[src/rtl/zcd_pkg.sv]
`timescale 1ns / 1ps

package zcd_pkg;

   // central directory record layout
   localparam logic [31:0] CD_SIGNATURE = 32'h0201_4b50;
   localparam logic [31:0] SIZE_ESCAPE  = 32'hffff_ffff;
   localparam logic [15:0] ZIP64_TAG    = 16'h0001;
   localparam int          UTF8_BIT     = 11;
   localparam logic [16:0] HEADER_BYTES = 17'd46;

   localparam logic [15:0] OFS_FLAGS    = 16'd8;
   localparam logic [15:0] OFS_TIME     = 16'd12;
   localparam logic [15:0] OFS_DATE     = 16'd14;
   localparam logic [15:0] OFS_SIZE     = 16'd24;
   localparam logic [15:0] OFS_NAME_LEN = 16'd28;
   localparam logic [15:0] OFS_XTRA_LEN = 16'd30;
   localparam logic [15:0] OFS_CMNT_LEN = 16'd32;
   localparam logic [15:0] SIG_BYTES    = 16'd4;

   // name bytes passed out per record
   localparam logic [15:0] NAME_LIMIT   = 16'd255;

   typedef enum logic [1:0] {
      PH_HEADER  = 2'd0,
      PH_NAME    = 2'd1,
      PH_EXTRA   = 2'd2,
      PH_COMMENT = 2'd3
   } phase_type;

   typedef struct packed {
      logic      found;
      phase_type phase;
   } section_type;

   typedef struct packed {
      logic        name_valid;
      logic [7:0]  name_char;
      logic        record_done;
      logic        bad_signature;
      logic        utf8_name;
      logic [15:0] mod_time;
      logic [15:0] mod_date;
      logic [63:0] entry_size;
      logic        last_entry;
   } rsp_type;

   // first non-empty section at or after from
   function automatic section_type open_next(input phase_type from,
                                             input logic [15:0] name_len,
                                             input logic [15:0] extra_len,
                                             input logic [15:0] comment_len);
      section_type s;
      s.found = 1'b1;
      s.phase = PH_HEADER;
      if ((from == PH_NAME) && (name_len != 16'd0)) begin
         s.phase = PH_NAME;
      end else if ((from != PH_COMMENT) && (extra_len != 16'd0)) begin
         s.phase = PH_EXTRA;
      end else if (comment_len != 16'd0) begin
         s.phase = PH_COMMENT;
      end else begin
         s.found = 1'b0;
      end
      return s;
   endfunction

endpackage

[src/rtl/zcd_core.sv]
`timescale 1ns / 1ps

module zcd_core import zcd_pkg::*; (
   input  logic        clock,
   input  logic        reset,
   input  logic        step,
   input  logic [7:0]  data_byte,
   input  logic        csr_write_enable,
   input  logic [63:0] csr_write_data,
   output logic        res_valid,
   output rsp_type     res
);

   phase_type   phase_ff, phase_in;
   logic [15:0] pos_ff, pos_in;
   logic [63:0] left_ff, left_in;
   logic [15:0] flags_ff, flags_in;
   logic [15:0] time_ff, time_in;
   logic [15:0] date_ff, date_in;
   logic [31:0] size_lo_ff, size_lo_in;
   logic [15:0] name_len_ff, name_len_in;
   logic [15:0] extra_len_ff, extra_len_in;
   logic [15:0] comment_len_ff, comment_len_in;
   logic [63:0] resolved_ff, resolved_in;
   logic [15:0] tag_ff, tag_in;
   logic [15:0] item_len_ff, item_len_in;
   logic [15:0] item_off_ff, item_off_in;
   logic        walk_done_ff, walk_done_in;
   logic        halted_ff, halted_in;

   logic        name_out;
   logic        done;
   logic        bad;
   logic [16:0] p1;
   logic [15:0] new_len;
   logic [15:0] d;
   logic        zip64_item;
   section_type sect;

   always_comb begin
      phase_in       = phase_ff;
      pos_in         = pos_ff;
      left_in        = left_ff;
      flags_in       = flags_ff;
      time_in        = time_ff;
      date_in        = date_ff;
      size_lo_in     = size_lo_ff;
      name_len_in    = name_len_ff;
      extra_len_in   = extra_len_ff;
      comment_len_in = comment_len_ff;
      resolved_in    = resolved_ff;
      tag_in         = tag_ff;
      item_len_in    = item_len_ff;
      item_off_in    = item_off_ff;
      walk_done_in   = walk_done_ff;
      halted_in      = halted_ff;
      name_out       = 1'b0;
      done           = 1'b0;
      bad            = 1'b0;
      p1             = {1'b0, pos_ff} + 17'd1;
      new_len        = {data_byte, item_len_ff[7:0]};
      d              = item_off_ff - 16'd4;
      zip64_item     = (tag_ff == ZIP64_TAG) && (item_len_ff >= 16'd8);
      sect           = '0;

      if (step && !halted_ff) begin
         case (phase_ff)
            PH_HEADER: begin
               if ((pos_ff == 16'd0) && (left_ff == 64'd0)) begin
                  // nothing left to parse
               end else if ((pos_ff < SIG_BYTES) &&
                            (data_byte != CD_SIGNATURE[{pos_ff[1:0], 3'b000} +: 8])) begin
                  halted_in = 1'b1;
                  bad       = 1'b1;
               end else begin
                  case (pos_ff)
                     OFS_FLAGS:            flags_in[7:0]        = data_byte;
                     OFS_FLAGS + 16'd1:    flags_in[15:8]       = data_byte;
                     OFS_TIME:             time_in[7:0]         = data_byte;
                     OFS_TIME + 16'd1:     time_in[15:8]        = data_byte;
                     OFS_DATE:             date_in[7:0]         = data_byte;
                     OFS_DATE + 16'd1:     date_in[15:8]        = data_byte;
                     OFS_SIZE:             size_lo_in[7:0]      = data_byte;
                     OFS_SIZE + 16'd1:     size_lo_in[15:8]     = data_byte;
                     OFS_SIZE + 16'd2:     size_lo_in[23:16]    = data_byte;
                     OFS_SIZE + 16'd3:     size_lo_in[31:24]    = data_byte;
                     OFS_NAME_LEN:         name_len_in[7:0]     = data_byte;
                     OFS_NAME_LEN + 16'd1: name_len_in[15:8]    = data_byte;
                     OFS_XTRA_LEN:         extra_len_in[7:0]    = data_byte;
                     OFS_XTRA_LEN + 16'd1: extra_len_in[15:8]   = data_byte;
                     OFS_CMNT_LEN:         comment_len_in[7:0]  = data_byte;
                     OFS_CMNT_LEN + 16'd1: comment_len_in[15:8] = data_byte;
                     default: ;
                  endcase
                  if (p1 >= HEADER_BYTES) begin
                     resolved_in  = {32'd0, size_lo_ff};
                     walk_done_in = (size_lo_ff != SIZE_ESCAPE);
                     item_off_in  = '0;
                     tag_in       = '0;
                     item_len_in  = '0;
                     sect = open_next(PH_NAME, name_len_ff, extra_len_ff, comment_len_ff);
                     if (sect.found) begin
                        phase_in = sect.phase;
                        pos_in   = '0;
                     end else begin
                        done = 1'b1;
                     end
                  end else begin
                     pos_in = p1[15:0];
                  end
               end
            end
            PH_NAME: begin
               name_out = (pos_ff < NAME_LIMIT);
               if (p1 >= {1'b0, name_len_ff}) begin
                  sect = open_next(PH_EXTRA, name_len_ff, extra_len_ff, comment_len_ff);
                  if (sect.found) begin
                     phase_in = sect.phase;
                     pos_in   = '0;
                  end else begin
                     done = 1'b1;
                  end
               end else begin
                  pos_in = p1[15:0];
               end
            end
            PH_EXTRA: begin
               // tag-length walk, only while looking for the 64-bit size
               if (!walk_done_ff) begin
                  if ((item_off_ff == 16'd0) &&
                      (({2'b00, pos_ff} + 18'd4) > {2'b00, extra_len_ff})) begin
                     walk_done_in = 1'b1;
                  end else if (item_off_ff < 16'd2) begin
                     if (item_off_ff[0]) tag_in[15:8] = data_byte;
                     else                tag_in[7:0]  = data_byte;
                     item_off_in = item_off_ff + 16'd1;
                  end else if (item_off_ff < 16'd4) begin
                     if (item_off_ff[0]) begin
                        item_len_in[15:8] = data_byte;
                        if (({2'b00, pos_ff} + 18'd1 + {2'b00, new_len}) >
                            {2'b00, extra_len_ff}) begin
                           walk_done_in = 1'b1;
                        end else if (new_len == 16'd0) begin
                           item_off_in = '0;
                        end else begin
                           item_off_in = item_off_ff + 16'd1;
                        end
                     end else begin
                        item_len_in[7:0] = data_byte;
                        item_off_in      = item_off_ff + 16'd1;
                     end
                  end else if (zip64_item) begin
                     resolved_in[{d[2:0], 3'b000} +: 8] = data_byte;
                     if (d >= 16'd7) walk_done_in = 1'b1;
                     else            item_off_in  = item_off_ff + 16'd1;
                  end else if (({1'b0, d} + 17'd1) >= {1'b0, item_len_ff}) begin
                     item_off_in = '0;
                  end else begin
                     item_off_in = item_off_ff + 16'd1;
                  end
               end
               if (p1 >= {1'b0, extra_len_ff}) begin
                  sect = open_next(PH_COMMENT, name_len_ff, extra_len_ff, comment_len_ff);
                  if (sect.found) begin
                     phase_in = sect.phase;
                     pos_in   = '0;
                  end else begin
                     done = 1'b1;
                  end
               end else begin
                  pos_in = p1[15:0];
               end
            end
            PH_COMMENT: begin
               if (p1 >= {1'b0, comment_len_ff}) done = 1'b1;
               else                              pos_in = p1[15:0];
            end
            default: begin
               phase_in = PH_HEADER;
               pos_in   = '0;
            end
         endcase

         if (done) begin
            left_in  = (left_ff != 64'd0) ? (left_ff - 64'd1) : left_ff;
            phase_in = PH_HEADER;
            pos_in   = '0;
         end
      end

      // a register write restarts at a record boundary
      if (csr_write_enable) begin
         left_in  = csr_write_data;
         phase_in = PH_HEADER;
         pos_in   = '0;
      end

      res_valid         = name_out || done || bad;
      res               = '0;
      res.name_valid    = name_out;
      res.name_char     = name_out ? data_byte : 8'd0;
      res.record_done   = done;
      res.bad_signature = bad;
      res.utf8_name     = (name_out || done) && flags_ff[UTF8_BIT];
      if (done) begin
         res.mod_time   = time_ff;
         res.mod_date   = date_ff;
         res.entry_size = resolved_in;
         res.last_entry = (left_ff == 64'd1);
      end
   end

   always_ff @(posedge clock) begin
      if (reset) begin
         phase_ff       <= PH_HEADER;
         pos_ff         <= '0;
         left_ff        <= '0;
         flags_ff       <= '0;
         time_ff        <= '0;
         date_ff        <= '0;
         size_lo_ff     <= '0;
         name_len_ff    <= '0;
         extra_len_ff   <= '0;
         comment_len_ff <= '0;
         resolved_ff    <= '0;
         tag_ff         <= '0;
         item_len_ff    <= '0;
         item_off_ff    <= '0;
         walk_done_ff   <= 1'b0;
         halted_ff      <= 1'b0;
      end else begin
         phase_ff       <= phase_in;
         pos_ff         <= pos_in;
         left_ff        <= left_in;
         flags_ff       <= flags_in;
         time_ff        <= time_in;
         date_ff        <= date_in;
         size_lo_ff     <= size_lo_in;
         name_len_ff    <= name_len_in;
         extra_len_ff   <= extra_len_in;
         comment_len_ff <= comment_len_in;
         resolved_ff    <= resolved_in;
         tag_ff         <= tag_in;
         item_len_ff    <= item_len_in;
         item_off_ff    <= item_off_in;
         walk_done_ff   <= walk_done_in;
         halted_ff      <= halted_in;
      end
   end

endmodule

[src/rtl/zcd_out_buf.sv]
`timescale 1ns / 1ps

module zcd_out_buf import zcd_pkg::*; (
   input  logic    clock,
   input  logic    reset,
   input  logic    in_valid,
   input  rsp_type in_res,
   output logic    full,
   output logic    out_valid,
   output rsp_type out_res,
   input  logic    out_stall
);

   rsp_type main_ff, main_in;
   rsp_type skid_ff, skid_in;
   logic    main_valid_ff, main_valid_in;
   logic    skid_valid_ff, skid_valid_in;
   logic    take;

   always_comb begin
      take          = main_valid_ff && !out_stall;
      main_in       = main_ff;
      skid_in       = skid_ff;
      main_valid_in = main_valid_ff;
      skid_valid_in = skid_valid_ff;
      if (skid_valid_ff) begin
         // input is held off while the skid word waits
         if (take) begin
            main_in       = skid_ff;
            skid_valid_in = 1'b0;
         end
      end else if (in_valid) begin
         if (!main_valid_ff || take) begin
            main_in       = in_res;
            main_valid_in = 1'b1;
         end else begin
            skid_in       = in_res;
            skid_valid_in = 1'b1;
         end
      end else if (take) begin
         main_valid_in = 1'b0;
      end
   end

   always_ff @(posedge clock) begin
      if (reset) begin
         main_valid_ff <= 1'b0;
         skid_valid_ff <= 1'b0;
      end else begin
         main_valid_ff <= main_valid_in;
         skid_valid_ff <= skid_valid_in;
      end
      main_ff <= main_in;
      skid_ff <= skid_in;
   end

   assign full      = skid_valid_ff;
   assign out_valid = main_valid_ff;
   assign out_res   = main_ff;

endmodule

[src/rtl/zip_central_directory_parser.sv]
`timescale 1ns / 1ps

// channel   ports                                  word
// -------   ------------------------------------   -----------------------------------
// req       req_valid, req_stall, req_data_byte    one byte of the central directory
// rsp       rsp_valid, rsp_stall, rsp_*            name byte, record end or error
// csr       csr_write_enable, csr_write_data       entry count, loaded at once
//
// one byte is taken per cycle while req_stall is low; its result (if any) is
// registered into the output register, or into the skid word while that one waits
// a two-word output buffer keeps taking bytes while a result waits, req_stall
// rises only when both words are full and is driven from a flop
// reset is synchronous, active high; it clears the entry count and any halt
// a bad signature halts all parsing until reset

module zip_central_directory_parser import zcd_pkg::*; (
   input  logic        clock,
   input  logic        reset,

   input  logic        req_valid,
   output logic        req_stall,
   input  logic [7:0]  req_data_byte,

   output logic        rsp_valid,
   input  logic        rsp_stall,
   output logic        rsp_name_valid,
   output logic [7:0]  rsp_name_char,
   output logic        rsp_record_done,
   output logic        rsp_bad_signature,
   output logic        rsp_utf8_name,
   output logic [15:0] rsp_mod_time,
   output logic [15:0] rsp_mod_date,
   output logic [63:0] rsp_entry_size,
   output logic        rsp_last_entry,

   input  logic        csr_write_enable,
   input  logic [63:0] csr_write_data
);

   logic    step;
   logic    core_valid;
   rsp_type core_res;
   rsp_type out_res;

   // byte accepted this edge
   assign step = req_valid && !req_stall;

   // per-byte parse: header capture, name pass-through, extra walk, comment skip
   zcd_core u_core (
      .clock            (clock),
      .reset            (reset),
      .step             (step),
      .data_byte        (req_data_byte),
      .csr_write_enable (csr_write_enable),
      .csr_write_data   (csr_write_data),
      .res_valid        (core_valid),
      .res              (core_res)
   );

   // result register plus skid word
   zcd_out_buf u_out (
      .clock     (clock),
      .reset     (reset),
      .in_valid  (core_valid),
      .in_res    (core_res),
      .full      (req_stall),
      .out_valid (rsp_valid),
      .out_res   (out_res),
      .out_stall (rsp_stall)
   );

   assign rsp_name_valid    = out_res.name_valid;
   assign rsp_name_char     = out_res.name_char;
   assign rsp_record_done   = out_res.record_done;
   assign rsp_bad_signature = out_res.bad_signature;
   assign rsp_utf8_name     = out_res.utf8_name;
   assign rsp_mod_time      = out_res.mod_time;
   assign rsp_mod_date      = out_res.mod_date;
   assign rsp_entry_size    = out_res.entry_size;
   assign rsp_last_entry    = out_res.last_entry;

`ifndef ASSERT_OFF
   // skid word is only used behind a waiting output word
   a_stall_needs_rsp : assert property (@(posedge clock) disable iff (reset)
      req_stall |-> rsp_valid)
      else $error("input stalled with empty output register");

   // an error word carries nothing else
   a_bad_alone : assert property (@(posedge clock) disable iff (reset)
      core_valid && core_res.bad_signature |->
         !core_res.name_valid && !core_res.record_done)
      else $error("error word mixed with name or record end");

   // after an error the parser stays silent
   a_halt_silent : assert property (@(posedge clock) disable iff (reset)
      core_valid && core_res.bad_signature |=> !core_valid)
      else $error("result produced after bad signature");

   // buffer fills only while the output is held
   a_stall_rise : assert property (@(posedge clock) disable iff (reset)
      $rose(req_stall) |-> $past(rsp_stall))
      else $error("skid word filled without output stall");
`endif

endmodule

[config.mk]
export PLATFORM = sky130hd
export DESIGN_NAME = zip_central_directory_parser
export DESIGN_NICKNAME = d
export VERILOG_FILES = /design/src/rtl/zcd_pkg.sv /design/src/rtl/zcd_core.sv /design/src/rtl/zcd_out_buf.sv /design/src/rtl/zip_central_directory_parser.sv
export SDC_FILE = /design/constraint.sdc
export NUM_CORES = 1
export LEC_CHECK = 0
export ABC_CLOCK_PERIOD_IN_PS = 11800
export BUFFER_PORTS_ARGS = -buffer_cell sky130_fd_sc_hd__buf_2
export CAP_MARGIN = 40
export CORE_UTILIZATION = 55
export DETAILED_ROUTE_END_ITERATION = 8
export PLACE_DENSITY = 0.76
export SETUP_SLACK_MARGIN = 0.1
export SYNTH_ARGS = -nofsm -noshare
export SYNTH_HDL_FRONTEND = slang
export SYNTH_HIERARCHICAL = 1
export SYNTH_SLANG_ARGS = --single-unit
[constraint.sdc]
create_clock -name clock -period 11.8 [get_ports clock]
set_input_delay 1.18 -clock clock [delete_from_list [all_inputs] [get_ports clock]]
set_output_delay 1.18 -clock clock [all_outputs]
set_load 0.01 [all_outputs]
==> impl_metrics.env <==
export IMPL_min_path_type="flip-flop to flip-flop"
export IMPL_crit_chain="ha_1, nand2_1, nor4_1, xor2_1, ha_1, nand2_1, nor4_1, o31a_1, nor2_1, a31o_2, a21boi_2, nor2_4, inv_2, or3_1, nand2b_1, a21boi_4, buf_4, buf_4"
export IMPL_critical_path_top_delay_family="simple AND/OR/NAND/NOR gates"
export IMPL_vdd_drop_max_mv=0.101
export IMPL_drt_wl_total_um=75200
export IMPL_p_leak_uw=0.0128
export IMPL_cts_hold_buf=0
export IMPL_yosysTopAreaCell="edfxtp_1"
export IMPL_route_detailed_drc=0
export IMPL_reg2reg_depth=18
export IMPL_clkLatencyLatePin_ns=0.63
export IMPL_ys_seq_area_frac=0.451
export IMPL_fillers=4071
export IMPL_start_util=0.561
export IMPL_worst_endpoint_required_ns=12.05
export IMPL_cts_tree="built"
export IMPL_period_share=0.583
export IMPL_drt_iter0_drc=2342
export IMPL_yosysTopAreaCellShare=0.231
export IMPL_clock_path_buffers=3
export IMPL_viasPerCell=6.18
export IMPL_gp_congestion=0.941
export IMPL_cp_arrival_ns=7.12
export IMPL_drive_above_1_share=0.163
export IMPL_gr_usage_all_layers=0.280
export IMPL_dieArea_mm2=0.0524
export IMPL_syn_to_final_growth_pct=11.5
export IMPL_total_power_uw=4100
export IMPL_min_period_ns=6.88
export IMPL_synth_flop_cell="dfxtp_1"
export IMPL_maxSlewHeadroom=0.388
export IMPL_nets=3176
export IMPL_final_core_util=0.625
export IMPL_tns_ns=0
export IMPL_cts_sinks=529
export IMPL_grt_max_degree=97
export IMPL_clkTransAtPathRegs_ns=0.06
export IMPL_finClkSkew_ns=0.0299
export IMPL_io_pins=188
export IMPL_grt_pass1_vias=22042
export IMPL_path_class="flip-flop to flip-flop"
export IMPL_syn_area_mm2=0.0283
export IMPL_drv_slew=0
export IMPL_fmax_mhz=145
export IMPL_maxCapViolations=0
export IMPL_run_status="finished clean"
export IMPL_dpl_hpwl_um=51100
export IMPL_post_cts_buffers=0
export IMPL_cts_root_buf="clkbuf_16"
export IMPL_grt_overflow=0
export IMPL_postCtsResizedCells=0
export IMPL_synth_seq_cells=529
export IMPL_register_area_mm2=0.0128
export IMPL_setup_violations=0
export IMPL_fp_dieH_um=229
export IMPL_tightestPinTransition_ns=0.918
export IMPL_final_common_cell="nor2_1"
export IMPL_rsz0062_at_grt="false"
export IMPL_cts_made_buffers=53
export IMPL_synth_cell_types=97
export IMPL_power_density_mw_per_mm2=130
export IMPL_layout_common_cells="403 x nor2_1, 310 x dfxtp_1, 218 x edfxtp_1, 187 x buf_2, 187 x nand2_1"
export IMPL_yosysWarnings=6
export IMPL_die_x_um=229
export IMPL_cts_max_level=2
export IMPL_crit_path_start_kind="flip-flop"
export IMPL_firstDrtPassIters=6
export IMPL_syn_inst=2874
export IMPL_syn_nets=3085
export IMPL_route_vias_total=22737
export IMPL_cp_slowest_stage_delay_ns=0.74
export IMPL_slowest_stage="buf_4"
export IMPL_cp_depth=18
export IMPL_cp_end_kind="flip-flop"
export IMPL_ys_top_cells_by_area="edfxtp_1 23%, dfxtp_1 22%, ha_1 5.9%"
export IMPL_portBuffers=187
export IMPL_cp_max_fo=72
export IMPL_core_mm2=0.0505
export IMPL_finalHoldViolations=0
export IMPL_min_path_cells=2
export IMPL_synthArstFlopShare=0
export IMPL_antenna_found_initial=0
export IMPL_wl_per_cell_um=20.4
export IMPL_cp_num_buf_inv=3
export IMPL_syn_avg_cell_area_um2=9.85
export IMPL_timing_hold_ws_ns=0.460
export IMPL_synth_edf_count=218
export IMPL_grt_pass1_wl_um=119000
export IMPL_antenna_left=0
export IMPL_antennaDiodeCount=0
export IMPL_rows=82
export IMPL_multi_input_area_mm2=0.0143
[synth_stat cells (13+ instances only)]
library cell / number
buf_1: 15
edfxtp_1: 218
and3_1: 21
a21o_1: 20
o21ai_0: 98
mux2i_1: 150
a211oi_1: 52
mux2_2: 63
clkbuf_1: 134
mux2_4: 67
dfxtp_1: 311
nand4_1: 42
inv_1: 103
nor4_1: 50
a22oi_1: 42
a222oi_1: 19
o22ai_1: 21
xor2_1: 35
a22o_1: 26
a21oi_1: 76
nor2b_1: 16
a311oi_1: 19
or4_1: 24
buf_2: 26
ha_1: 133
nor2_1: 404
and2_1: 57
nand3_1: 64
or3_1: 32
xnor2_1: 59
nor3_1: 71
nand2b_1: 13
nand2_1: 187
[report_power, final]
group | switching, uW | leakage (uW) | internal (uW) | total [uW]
Combinational | 170 | 0.00743 | 101 | 271
Clock | 765 | 0.000925 | 1070 | 1830
Sequential | 26.9 | 0.00444 | 1970 | 2000
[kinds of logic after synthesis]
family,count (synthesis),share of synthesized area
xor+xnor,94,0.0291
compound gates,504,0.125
buf+inv,296,0.0440
flops,529,0.451
simple gates,1037,0.177
mux,280,0.114
fa+ha+maj,134,0.0595
[final timing paths]
path	from	end	slack [ns]
min	u_core/date_ff[3]$_SDFFE_PP0P_	u_core/date_ff[3]$_SDFFE_PP0P_	0.46
max	u_core/pos_ff[1]$_SDFFE_PP0P_	u_out/out_res[54]$_DFFE_PP_	4.92
min reg2reg	u_core/date_ff[3]$_SDFFE_PP0P_	u_core/date_ff[3]$_SDFFE_PP0P_	0.46
max reg2reg	u_core/pos_ff[1]$_SDFFE_PP0P_	u_out/out_res[54]$_DFFE_PP_	4.92
[flip-flops by register name, summed over array words and instances, names as in the netlist, 2 cells and up]
name                   flops
u_core/left_ff            64
u_core/item_len_ff        16
u_core/size_lo_ff         32
u_core/extra_len_ff       16
u_core/resolved_ff        64
u_core/time_ff            16
u_core/tag_ff             16
u_core/date_ff            16
u_core/item_off_ff        16
u_core/pos_ff             16
u_core/comment_len_ff     16
u_out/out_res            109
u_core/phase_ff            2
u_out/skid_ff            109
u_core/name_len_ff        16
[cell type report]
type,instances,area share
Tap cell,672,0.0266
Clock buffer,59,0.0434
Clock inverter,41,0.0170
Multi-Input combinational cell,2049,0.453
Inverter,106,0.0126
Timing Repair Buffer,226,0.0422
Sequential cell,529,0.405
[per-layer routing]
| layer | routed length, um | share of wire | track usage |
|---|---|---|---|
| met5 | 0 | 0 | 0 |
| met2 | 34800 | 0.46 | 0.458 |
| met1 | 32500 | 0.43 | 0.385 |
| met4 | 1980 | 0.026 | 0.0800 |
| met3 | 5840 | 0.078 | 0.0407 |
[stage by stage]
step           std cells  instance area [um2]  worst slack (ns)
2_1_floorplan       2874                28300              2.34
3_3_place_gp        3569                29500              4.92
3_5_place_dp        3580                29600              4.98
4_1_cts             3680                31600              4.95
5_1_grt             3682                31600              4.41
6_report            3682                31600              4.92
[tightest hold or removal path, cell delays in order, from the launching register on]
cell	delay [ns]
dfxtp_1	0.31
nand2_1	0.05
a21oi_1	0.05
(Power assumes the default switching activity.)
